### config.mk
export PLATFORM = sky130hd
export DESIGN_NAME = current_setpoint_to_dac_top
export DESIGN_NICKNAME = d
export VERILOG_FILES = /design/src/sv/csd_pkg.sv /design/src/sv/csd_div.sv /design/src/sv/csd_regs.sv /design/src/sv/current_setpoint_to_dac_top.sv
export SDC_FILE = /design/constraint.sdc
export NUM_CORES = 1
export LEC_CHECK = 0
export BUFFER_PORTS_ARGS = -buffer_cell sky130_fd_sc_hd__buf_2
export CORE_MARGIN = 5
export CORE_UTILIZATION = 40
export DETAILED_ROUTE_END_ITERATION = 10
export HOLD_SLACK_MARGIN = 0.06
export PLACE_DENSITY = 0.52
export SLEW_MARGIN = 20
export SYNTH_ARGS = -nofsm -noshare
export SYNTH_HDL_FRONTEND = slang
export SYNTH_SLANG_ARGS = --single-unit
### constraint.sdc
create_clock -name clk -period 15.4 [get_ports clk]
set_input_delay 2.31 -clock clk [delete_from_list [all_inputs] [get_ports clk]]
set_output_delay 2.31 -clock clk [all_outputs]
set_load 0.005 [all_outputs]
### src/sv/csd_pkg.sv
package csd_pkg;

  localparam int unsigned SP_W   = 32;
  localparam int unsigned CODE_W = 16;
  localparam int unsigned REQ_W  = 3;
  localparam int unsigned IDX_W  = 3;

  localparam logic [REQ_W-1:0] REQ_SET   = 3'd0;
  localparam logic [REQ_W-1:0] REQ_ADD   = 3'd1;
  localparam logic [REQ_W-1:0] REQ_SUB   = 3'd2;
  localparam logic [REQ_W-1:0] REQ_ZERO  = 3'd3;
  localparam logic [REQ_W-1:0] REQ_APPLY = 3'd4;

  localparam logic [IDX_W-1:0] REG_HYST_UP   = 3'd0;
  localparam logic [IDX_W-1:0] REG_HYST_DOWN = 3'd1;
  localparam logic [IDX_W-1:0] REG_OFS_HIGH  = 3'd2;
  localparam logic [IDX_W-1:0] REG_OFS_LOW   = 3'd3;
  localparam logic [IDX_W-1:0] REG_SLP_HIGH  = 3'd4;
  localparam logic [IDX_W-1:0] REG_SLP_LOW   = 3'd5;
  localparam logic [IDX_W-1:0] REG_DAC_LIM   = 3'd6;
  localparam logic [IDX_W-1:0] REG_CEILING   = 3'd7;

  localparam logic [SP_W-1:0]   SLOPE_RST = 32'd65536;
  localparam logic [CODE_W-1:0] CODE_MAX  = 16'hFFFF;

  typedef struct packed {
    logic [REQ_W-1:0] req_type;
    logic [SP_W-1:0]  amount;
    logic             mode_was_cc;
  } csd_in_t;

  typedef struct packed {
    logic [SP_W-1:0]   setpoint;
    logic              dac_write;
    logic [CODE_W-1:0] dac_code;
    logic              range_high;
    logic              overload;
    logic              invalidate;
    logic [CODE_W-1:0] error_count;
  } csd_out_t;

  typedef struct packed {
    logic            start;
    logic [SP_W-1:0] dividend;
    logic [SP_W-1:0] divisor;
  } csd_div_req_t;

endpackage

### src/sv/csd_div.sv
// radix-2 restoring divider, 16 quotient bits, dividend below divisor
module csd_div (
  input  logic                 clk,
  input  logic                 rst_n,
  input  csd_pkg::csd_div_req_t req,
  output logic                 done,
  output logic [csd_pkg::CODE_W-1:0] quotient
);
  import csd_pkg::*;

  localparam int unsigned CNT_W = $clog2(CODE_W);

  logic              busy_r, busy_nxt;
  logic              done_r, done_nxt;
  logic [CNT_W-1:0]  cnt_r, cnt_nxt;
  logic [SP_W-1:0]   rem_r, rem_nxt;
  logic [CODE_W-1:0] quo_r, quo_nxt;
  logic [SP_W-1:0]   dsr_r, dsr_nxt;
  logic [SP_W:0]     shifted;
  logic [SP_W:0]     diff;
  logic              ge;

  assign shifted = {rem_r, 1'b0};
  assign diff    = shifted - {1'b0, dsr_r};
  assign ge      = shifted >= {1'b0, dsr_r};

  always_comb begin
    busy_nxt = busy_r;
    done_nxt = 1'b0;
    cnt_nxt  = cnt_r;
    rem_nxt  = rem_r;
    quo_nxt  = quo_r;
    dsr_nxt  = dsr_r;
    if (req.start) begin
      busy_nxt = 1'b1;
      cnt_nxt  = CNT_W'(CODE_W - 1);
      rem_nxt  = req.dividend;
      dsr_nxt  = req.divisor;
      quo_nxt  = '0;
    end else if (busy_r) begin
      // remainder stays below the divisor, so 32 bits always hold it
      rem_nxt = ge ? diff[SP_W-1:0] : shifted[SP_W-1:0];
      quo_nxt = {quo_r[CODE_W-2:0], ge};
      cnt_nxt = cnt_r - 1'b1;
      if (cnt_r == '0) begin
        busy_nxt = 1'b0;
        done_nxt = 1'b1;
      end
    end
  end

  always_ff @(posedge clk) begin
    if (!rst_n) begin
      busy_r <= 1'b0;
      done_r <= 1'b0;
      cnt_r  <= '0;
    end else begin
      busy_r <= busy_nxt;
      done_r <= done_nxt;
      cnt_r  <= cnt_nxt;
    end
    rem_r <= rem_nxt;
    quo_r <= quo_nxt;
    dsr_r <= dsr_nxt;
  end

  assign done     = done_r;
  assign quotient = quo_r;

endmodule

### src/sv/csd_regs.sv
module csd_regs (
  input  logic                        clk,
  input  logic                        rst_n,
  input  logic                        cfg_we,
  input  logic [csd_pkg::IDX_W-1:0]   cfg_index,
  input  logic [csd_pkg::SP_W-1:0]    cfg_wdata,
  output logic [csd_pkg::SP_W-1:0]    hyst_up,
  output logic [csd_pkg::SP_W-1:0]    hyst_down,
  output logic [csd_pkg::SP_W-1:0]    ofs_high,
  output logic [csd_pkg::SP_W-1:0]    ofs_low,
  output logic [csd_pkg::SP_W-1:0]    slp_high,
  output logic [csd_pkg::SP_W-1:0]    slp_low,
  output logic [csd_pkg::CODE_W-1:0]  dac_lim,
  output logic [csd_pkg::SP_W-1:0]    ceiling
);
  import csd_pkg::*;

  logic [SP_W-1:0]   hyst_up_r, hyst_down_r, ofs_high_r, ofs_low_r;
  logic [SP_W-1:0]   slp_high_r, slp_low_r, ceiling_r;
  logic [CODE_W-1:0] dac_lim_r;

  always_ff @(posedge clk) begin
    if (!rst_n) begin
      hyst_up_r   <= '0;
      hyst_down_r <= '0;
      ofs_high_r  <= '0;
      ofs_low_r   <= '0;
      slp_high_r  <= SLOPE_RST;
      slp_low_r   <= SLOPE_RST;
      dac_lim_r   <= CODE_MAX;
      ceiling_r   <= '1;
    end else if (cfg_we) begin
      unique case (cfg_index)
        REG_HYST_UP:   hyst_up_r   <= cfg_wdata;
        REG_HYST_DOWN: hyst_down_r <= cfg_wdata;
        REG_OFS_HIGH:  ofs_high_r  <= cfg_wdata;
        REG_OFS_LOW:   ofs_low_r   <= cfg_wdata;
        REG_SLP_HIGH:  slp_high_r  <= cfg_wdata;
        REG_SLP_LOW:   slp_low_r   <= cfg_wdata;
        REG_DAC_LIM:   dac_lim_r   <= cfg_wdata[CODE_W-1:0];
        REG_CEILING:   ceiling_r   <= cfg_wdata;
        default:       ;
      endcase
    end
  end

  assign hyst_up   = hyst_up_r;
  assign hyst_down = hyst_down_r;
  assign ofs_high  = ofs_high_r;
  assign ofs_low   = ofs_low_r;
  assign slp_high  = slp_high_r;
  assign slp_low   = slp_low_r;
  assign dac_lim   = dac_lim_r;
  assign ceiling   = ceiling_r;

endmodule

### src/sv/current_setpoint_to_dac_top.sv
// set, add, subtract, force zero and ignored codes go from accept through the execute and done states
// apply also passes through the divider state (16-step divider) unless the sum is non-positive or clamps early
// one request at a time; in_ready is low from accept until the result
// moves into the output register, which may still hold an untaken result meanwhile
// reset (rst_n, synchronous, active low) clears setpoint, range and error count and restores config defaults
module current_setpoint_to_dac_top (
  input  logic                        clk,
  input  logic                        rst_n,
  input  logic                        in_valid,
  output logic                        in_ready,
  input  csd_pkg::csd_in_t            in_data,
  output logic                        out_valid,
  input  logic                        out_ready,
  output csd_pkg::csd_out_t           out_data,
  input  logic                        cfg_we,
  input  logic [csd_pkg::IDX_W-1:0]   cfg_index,
  input  logic [csd_pkg::SP_W-1:0]    cfg_wdata
);
  import csd_pkg::*;

  localparam logic [1:0] S_IDLE = 2'd0;
  localparam logic [1:0] S_EXEC = 2'd1;
  localparam logic [1:0] S_DIV  = 2'd2;
  localparam logic [1:0] S_DONE = 2'd3;

  logic [SP_W-1:0]   hyst_up, hyst_down, ofs_high, ofs_low, slp_high, slp_low, ceiling;
  logic [CODE_W-1:0] dac_lim;

  csd_regs u_regs (
    .clk       (clk),
    .rst_n     (rst_n),
    .cfg_we    (cfg_we),
    .cfg_index (cfg_index),
    .cfg_wdata (cfg_wdata),
    .hyst_up   (hyst_up),
    .hyst_down (hyst_down),
    .ofs_high  (ofs_high),
    .ofs_low   (ofs_low),
    .slp_high  (slp_high),
    .slp_low   (slp_low),
    .dac_lim   (dac_lim),
    .ceiling   (ceiling)
  );

  logic [1:0]        state_r, state_nxt;
  csd_in_t           req_r, req_nxt;
  logic [SP_W-1:0]   sp_r, sp_nxt;
  logic              rng_r, rng_nxt;
  logic [CODE_W-1:0] err_r, err_nxt;
  logic              wr_r, wr_nxt;
  logic [CODE_W-1:0] code_r, code_nxt;
  logic              ovl_r, ovl_nxt;
  logic              inval_r, inval_nxt;
  logic              out_valid_r, out_valid_nxt;
  csd_out_t          out_data_r, out_data_nxt;

  csd_div_req_t      div_req;
  logic              div_done;
  logic [CODE_W-1:0] div_quo;

  csd_div u_div (
    .clk      (clk),
    .rst_n    (rst_n),
    .req      (div_req),
    .done     (div_done),
    .quotient (div_quo)
  );

  logic [SP_W:0]     add_sum;
  logic              rng_sel;
  logic [SP_W-1:0]   ofs_sel, slp_sel;
  logic [SP_W+1:0]   sum;
  logic              sum_pos, sum_big;

  assign add_sum = {1'b0, sp_r} + {1'b0, req_r.amount};

  always_comb begin
    priority if (sp_r == '0)      rng_sel = 1'b0;
    else if (sp_r > hyst_up)      rng_sel = 1'b1;
    else if (sp_r < hyst_down)    rng_sel = 1'b0;
    else                          rng_sel = rng_r;
  end

  assign ofs_sel = rng_sel ? ofs_high : ofs_low;
  assign slp_sel = rng_sel ? slp_high : slp_low;
  assign sum     = {2'b00, sp_r} + {{2{ofs_sel[SP_W-1]}}, ofs_sel};
  // a zero setpoint always writes code 0 whatever the offset
  assign sum_pos = (sp_r != '0) && !sum[SP_W+1] && (sum != '0);
  // quotient reaches 65536 exactly when sum >= slope, also covers zero slope
  assign sum_big = sum[SP_W:0] >= {1'b0, slp_sel};

  always_comb begin
    state_nxt     = state_r;
    req_nxt       = req_r;
    sp_nxt        = sp_r;
    rng_nxt       = rng_r;
    err_nxt       = err_r;
    wr_nxt        = wr_r;
    code_nxt      = code_r;
    ovl_nxt       = ovl_r;
    inval_nxt     = inval_r;
    out_valid_nxt = out_valid_r;
    out_data_nxt  = out_data_r;
    div_req.start    = 1'b0;
    div_req.dividend = sum[SP_W-1:0];
    div_req.divisor  = slp_sel;

    if (out_valid_r && out_ready) out_valid_nxt = 1'b0;

    unique case (state_r)
      S_IDLE: begin
        if (in_valid) begin
          req_nxt   = in_data;
          state_nxt = S_EXEC;
        end
      end
      S_EXEC: begin
        wr_nxt    = 1'b0;
        code_nxt  = '0;
        ovl_nxt   = 1'b0;
        inval_nxt = 1'b0;
        state_nxt = S_DONE;
        unique case (req_r.req_type)
          REQ_SET: sp_nxt = req_r.amount;
          REQ_ADD: sp_nxt = add_sum[SP_W] ? ceiling : add_sum[SP_W-1:0];
          REQ_SUB: sp_nxt = (req_r.amount > sp_r) ? '0 : sp_r - req_r.amount;
          REQ_ZERO: begin
            sp_nxt = '0;
            wr_nxt = 1'b1;
          end
          REQ_APPLY: begin
            wr_nxt    = 1'b1;
            rng_nxt   = rng_sel;
            inval_nxt = (rng_sel != rng_r) || !req_r.mode_was_cc;
            if (sum_pos) begin
              if (sum_big) begin
                code_nxt = dac_lim;
                if (rng_sel) begin
                  ovl_nxt = 1'b1;
                  err_nxt = err_r + 1'b1;
                end
              end else begin
                div_req.start = 1'b1;
                state_nxt     = S_DIV;
              end
            end
          end
          default: ;
        endcase
      end
      S_DIV: begin
        if (div_done) begin
          state_nxt = S_DONE;
          if (div_quo > dac_lim) begin
            code_nxt = dac_lim;
            if (rng_r) begin
              ovl_nxt = 1'b1;
              err_nxt = err_r + 1'b1;
            end
          end else begin
            code_nxt = div_quo;
          end
        end
      end
      S_DONE: begin
        if (!out_valid_r || out_ready) begin
          out_valid_nxt           = 1'b1;
          out_data_nxt.setpoint    = sp_r;
          out_data_nxt.dac_write   = wr_r;
          out_data_nxt.dac_code    = code_r;
          out_data_nxt.range_high  = rng_r;
          out_data_nxt.overload    = ovl_r;
          out_data_nxt.invalidate  = inval_r;
          out_data_nxt.error_count = err_r;
          state_nxt                = S_IDLE;
        end
      end
      default: state_nxt = S_IDLE;
    endcase
  end

  always_ff @(posedge clk) begin
    if (!rst_n) begin
      state_r     <= S_IDLE;
      sp_r        <= '0;
      rng_r       <= 1'b0;
      err_r       <= '0;
      out_valid_r <= 1'b0;
    end else begin
      state_r     <= state_nxt;
      sp_r        <= sp_nxt;
      rng_r       <= rng_nxt;
      err_r       <= err_nxt;
      out_valid_r <= out_valid_nxt;
    end
    req_r      <= req_nxt;
    wr_r       <= wr_nxt;
    code_r     <= code_nxt;
    ovl_r      <= ovl_nxt;
    inval_r    <= inval_nxt;
    out_data_r <= out_data_nxt;
  end

  assign in_ready  = (state_r == S_IDLE);
  assign out_valid = out_valid_r;
  assign out_data  = out_data_r;

endmodule

=== Word-level counts from Yosys, hierarchy flattened ===
Cells that the tools add are included.

* Register bits after elaboration: 501
* Bits of input ports: 76
* Output and inout port bits: 70
* Word-level logic and storage cells: 161

* Add/subtract/negate cells: 6
* $lt $le $gt $ge: 6
* Equal/unequal tests: 24
* Mux-type cells: 54
* Bitwise gates (word level): 2
* Reduce and logical (&&, ||, !) cells: 36

{| class="wikitable"
|+ Operator list
! kind !! number
|-
| 2-to-1 mux 32 bit || 7
|-
| 2-to-1 mux 16 bit || 12
|-
| case mux 32 bit (4 select lines) || 1
|-
| greater-or-equal comparator 33 x 32 -> 1 bit || 2
|-
| greater-than comparator 32 bit || 2
|-
| case mux 16 bit (2 select lines) || 2
|-
| subtractor 32 bit || 2
|-
| adder 33 x 32 -> 34 bit || 1
|-
| nonzero test 34 bit || 1
|-
| adder 32 x 32 -> 33 bit || 1
|-
| zero test 32 bit || 1
|-
| < comparator 32 bit || 1
|-
| nonzero test 32 bit || 1
|-
| AND reduction 2 bit || 13
|-
| 2-to-1 mux 1 bit || 25
|-
| adder 16 x 1 -> 16 bit (second input constant) || 1
|-
| greater-than comparator 16 bit || 1
|-
| != test 2 bit (second input constant) || 8
|-
| == test 3 bit (second input constant) || 5
|-
| == test 3 x 2 -> 1 bit (second input constant) || 4
|-
| 2-to-1 mux 4 bit || 2
|-
| case mux 2 bit (4 select lines) || 1
|-
| AND reduction 8 bit || 1
|-
| == test 3 x 1 -> 1 bit (second input constant) || 2
|-
| 20 further kinds || 31
|}

=== Depth between registers and ports, before layout ===
* Depth after elaboration: 13
* Depth in mapped cells: 35
* Gate-level depth less buffers: 32

=== By module ===
A second synthesis with hierarchy kept.

* Cells, all modules: 3214
* Area, all modules: 30230.2 um^2

{| class="wikitable"
|+ Modules (own cells, without submodules)
! module !! times used !! cells each !! area an instance (um^2) !! seq. area each (um^2)
|-
| current_setpoint_to_dac_top || 1 || 1802 || 15860.2 || 4734.5
|-
| csd_regs || 1 || 857 || 8999.9 || 4804.6
|-
| csd_div || 1 || 555 || 5370.2 || 2362.3
|}

=== Worst setup path before layout ===
No wires, ideal clock.

* Path type: register to register
* From: register sp_r[31]
* To: register u_div.rem_r[0], enable pin
* Library setup time: 0.390 ns
* Arrival: 6.854 ns
* Required time: 15.010 ns
* Slack: 8.156 ns
* Stages on the path, launching flop included: 32
* Path buffers: 3
* Period minus slack after synthesis: 7.244 ns
* Path through: dfxtp_1 -> ha_1 -> nand4_1 -> nor4_1 -> a221oi_1 -> o21ai_0 -> a32oi_1 -> a21oi_1 -> clkbuf_1 -> mux2_2 -> ha_1 -> inv_1 -> fa_1 -> nor2b_1 -> o2111ai_1 -> a21oi_1 -> o2111a_1 -> nor2_1 -> o31ai_1 -> xor2_1 -> ha_1 -> nand4_1 -> a31oi_1 -> a2111oi_0 -> o21ai_0 -> a21oi_1 -> o211a_1 -> nand2_1 -> and4b_1 -> buf_2 -> buf_2 -> or2_1

* Cells in the longest elaborated chain, start to end: 13
* Elaborated cells on any way between the ends: 20
* Those cells by class: add/sub: 1; order compare: 3; mux: 9; reduce/logical: 7

{| class="wikitable"
|+ RTL lines
! what !! RTL line !! source
|-
| start: declaration || current_setpoint_to_dac_top.sv:47 || <nowiki>logic [SP_W-1:0] sp_r, sp_nxt;</nowiki>
|-
| start signal: assignment || current_setpoint_to_dac_top.sv:191 || <nowiki>sp_r <= sp_nxt;</nowiki>
|-
| parallel branches: the longest is 9 deep, another holds adder 33 x 32 -> 34 bit || -- ||
|-
| 2-to-1 mux 1 bit (*) || current_setpoint_to_dac_top.sv:135 || <nowiki>if (sum_pos) begin</nowiki>
|-
| 2-to-1 mux 1 bit (*) || current_setpoint_to_dac_top.sv:123 || <nowiki>unique case (req_r.req_type)</nowiki>
|-
| 2-to-1 mux 1 bit (*) || current_setpoint_to_dac_top.sv:110 || <nowiki>unique case (state_r)</nowiki>
|-
| nonzero test 2 bit (no source line) (*) || -- ||
|-
| end signal: assignment || csd_div.sv:62 || <nowiki>rem_r <= rem_nxt;</nowiki>
|-
| end: declaration || csd_div.sv:16 || <nowiki>logic [SP_W-1:0] rem_r, rem_nxt;</nowiki>
|}

Mark *: on every way between the ends.
A chain may end at the register's enable or synchronous reset.

=== Worst setup path in the final report ===
* From: register sp_r[31]
* To: register u_div.rem_r[21], enable pin

The elaborated chain is that of the path after synthesis.

==> results.cfg <==
[logic_synthesis]
yosys.area.top_type_share_pct = 21.4
synth_ff_type = dfxtp_1
synth_cells = 3422
yosys-top-cells-area = dfxtp_1, edfxtp_1, ha_1
synthArstFlopShare_pct = 0
synth_edf_count = 187
yosys_register_bits = 501
synth_area_mm2 = 0.0293
synth_nets = 3748
avgSynthCellArea_um2 = 8.57
yosys_warnings = 0
synth_largest_area_cell = dfxtp_1
ys_types = 84
ys_seq_area_share_pct = 40.6

[global_route]
grt_pass1_wl_um = 142000
gr-total-overflow = 0
first_global_vias = 24047
antenna_found_initial = 4
grt_max_degree = 89
grtUsageTotal_pct = 22.5

[setup_path]
path_delay_family = compound AO/OA/AOI/OAI gates
crit_arrival_ns = 10.39
cp_num_buf_inv = 4
critPathRequiredTime_ns = 15.67
slowest_delay_ns = 0.80
critPathKind = reg -> reg
cp_max_fo = 60
cp-end-kind = flip-flop
startpoint_type = flip-flop
cpMaxStageDelayCell = and4b_4

[timing]
hold_violations = 0
worstMarginPinSlew_ns = 1.08
setup_slack_ns = 5.28
period_minus_slack_ns = 10.12
skew_ns = 0.0278
fmax_mhz = 98.8
tns_ns = 0
fin_crit_sh_pct = 65.7
rsz0062_at_grt = false
setup_viol = 0
report.final.slew_viol_count = 0
slew_headroom_pct = 27.7

[power]
ir_drop_mv = 0.167
leakagePower_nw = 13.6
p_per_area_mw_per_mm2 = 155
design_power_total_mw = 5.10

[cells_and_area]
drive_gt1_share_pct = 10.5
final_core_util_pct = 45.0
multi_input_area_mm2 = 0.0158
final_cell_count_no_fill = 4474
area_delta_synth_final_pct = 11.8
final_cell_mix = nand2_1, a21oi_1, dfxtp_1
nFillCells = 7093
final_common_cell = nand2_1
fin_nets = 3790
seqCellArea_mm2 = 0.0119

[die]
die_w_um = 281
core_mm2 = 0.0728
die_area_mm2 = 0.0788
die_y_um = 281
num_rows = 99
initial_core_util_pct = 40.3
ios = 146

[hold_path]
hold_class = reg -> reg

[cts]
clk_pin_slew_ns = 0.06
ctsHoldBuffers = 0
clk_latency_ns = 0.64
cts_buffer_depth = 3
clockRootBuffer = clkbuf_16
post-cts-setup-buffers = 0
cts-buffers-inserted = 56
clkSinkCount = 501
cts_resized = 0
tritoncts = yes
htree_levels = 2

[routing]
ant_nets = 0
routed-via-count = 24844
drt_iter0_drc = 1811
drt-total-wl_um = 91800
vias_per_cell = 5.55
avgRoutedWirePerCell_um = 20.5
drc = 0
first_pass_iters = 5

[place]
dp_hpwl_um = 66800
gp_congestion = 0.896
io_buffers = 145
placed_cells = 4365
place_ws_ns = 5.26

[outcome]
status = complete, no violations

[run]
maxCapViolCount = 0
state kept, by name, indices dropped and copies added (netlist names), 2 cells and up:
signal / count
code_r: 16
err_r: 16
out_data: 68
req_r: 36
sp_r: 32
state_r: 2
u_div.cnt_r: 4
u_div.dsr_r: 32
u_div.quotient: 16
u_div.rem_r: 32
u_regs.ceiling: 32
u_regs.dac_lim: 16
u_regs.hyst_down: 32
u_regs.hyst_up: 32
u_regs.ofs_high: 32
u_regs.ofs_low: 32
u_regs.slp_high: 32
u_regs.slp_low: 32
power by group:
part	total [mW]	internal (mW)	switching (mW)
registers	1.69	1.55	0.138
logic	1.99	0.781	1.21
clock network	1.42	0.839	0.581
Yosys cell counts, drive strengths merged (49+ instances only):
master / number
inv: 253
a21oi: 374
edfxtp: 187
nor2: 201
mux2: 49
nand2: 650
clkbuf: 171
dfxtp: 314
nand3: 73
o21ai: 117
ha: 246
mux2i: 60
xnor2: 66
layout make-up:
type | instances | share of cell area [%]
tap | 959 | 3.66
clock inverter | 26 | 0.843
timing repair buffer | 175 | 2.97
multi-input combinational | 2477 | 48.1
antenna | 3 | 0.0229
clock buffer | 80 | 5.18
inverter | 253 | 2.91
sequential | 501 | 36.3
cells by family (layout without fill, tap and decap cells):
| family | after synthesis | in the layout | synth area share (%) |
|---|---|---|---|
| other | 0 | 3 | 0 |
| buffers and inverters | 444 | 534 | 5.89 |
| XOR/XNOR | 101 | 101 | 3.02 |
| AND/OR/NAND/NOR | 1162 | 1162 | 17.3 |
| flip-flops | 501 | 501 | 40.6 |
| AO/OA/AOI/OAI | 855 | 855 | 18.3 |
| adder cells (fa/ha/maj) | 250 | 250 | 10.8 |
| multiplexers | 109 | 109 | 4.11 |
worst paths after layout:
| kind | slack [ns] | startpoint | to | depth (start not counted) |
|---|---|---|---|---|
| max | 5.28 | sp_r[31] | u_div.rem_r[21] | 31 |
| min reg2reg | 0.42 | code_r[3] | out_data[22] | 0 |
| max reg2reg | 5.28 | sp_r[31] | u_div.rem_r[21] | 31 |
| min | 0.42 | code_r[3] | out_data[22] | 0 |
worst reg2reg max path: cells and delay by family, from the launching register on:
family	cells	cell delay, ns
xor gates and xnor gates	1	0.38
and+or+nand+nor	10	2.45
AOI/OAI and AO/OA	11	2.93
muxes	1	0.33
adders and majority gates	4	1.14
buffers and inverters	4	1.82
DFF	1	0.72
layer usage:
layer	vias to the layer above	wire, µm	track usage [%]
li1	12140	-	-
met2	624	42800	37.8
met5	-	13	0
met1	11952	42500	31.1
met3	126	4340	3.05
met4	2	2150	5.21
through the flow:
stage	instance area [µm²]	hold slack [ns]
2_1_floorplan	29300	0.400
3_3_place_gp	30800	0.404
3_5_place_dp	30800	0.405
4_1_cts	32800	0.420
5_1_grt	32800	0.430
6_report	32800	0.420
Note: power is estimated with default switching activity, not from simulation.
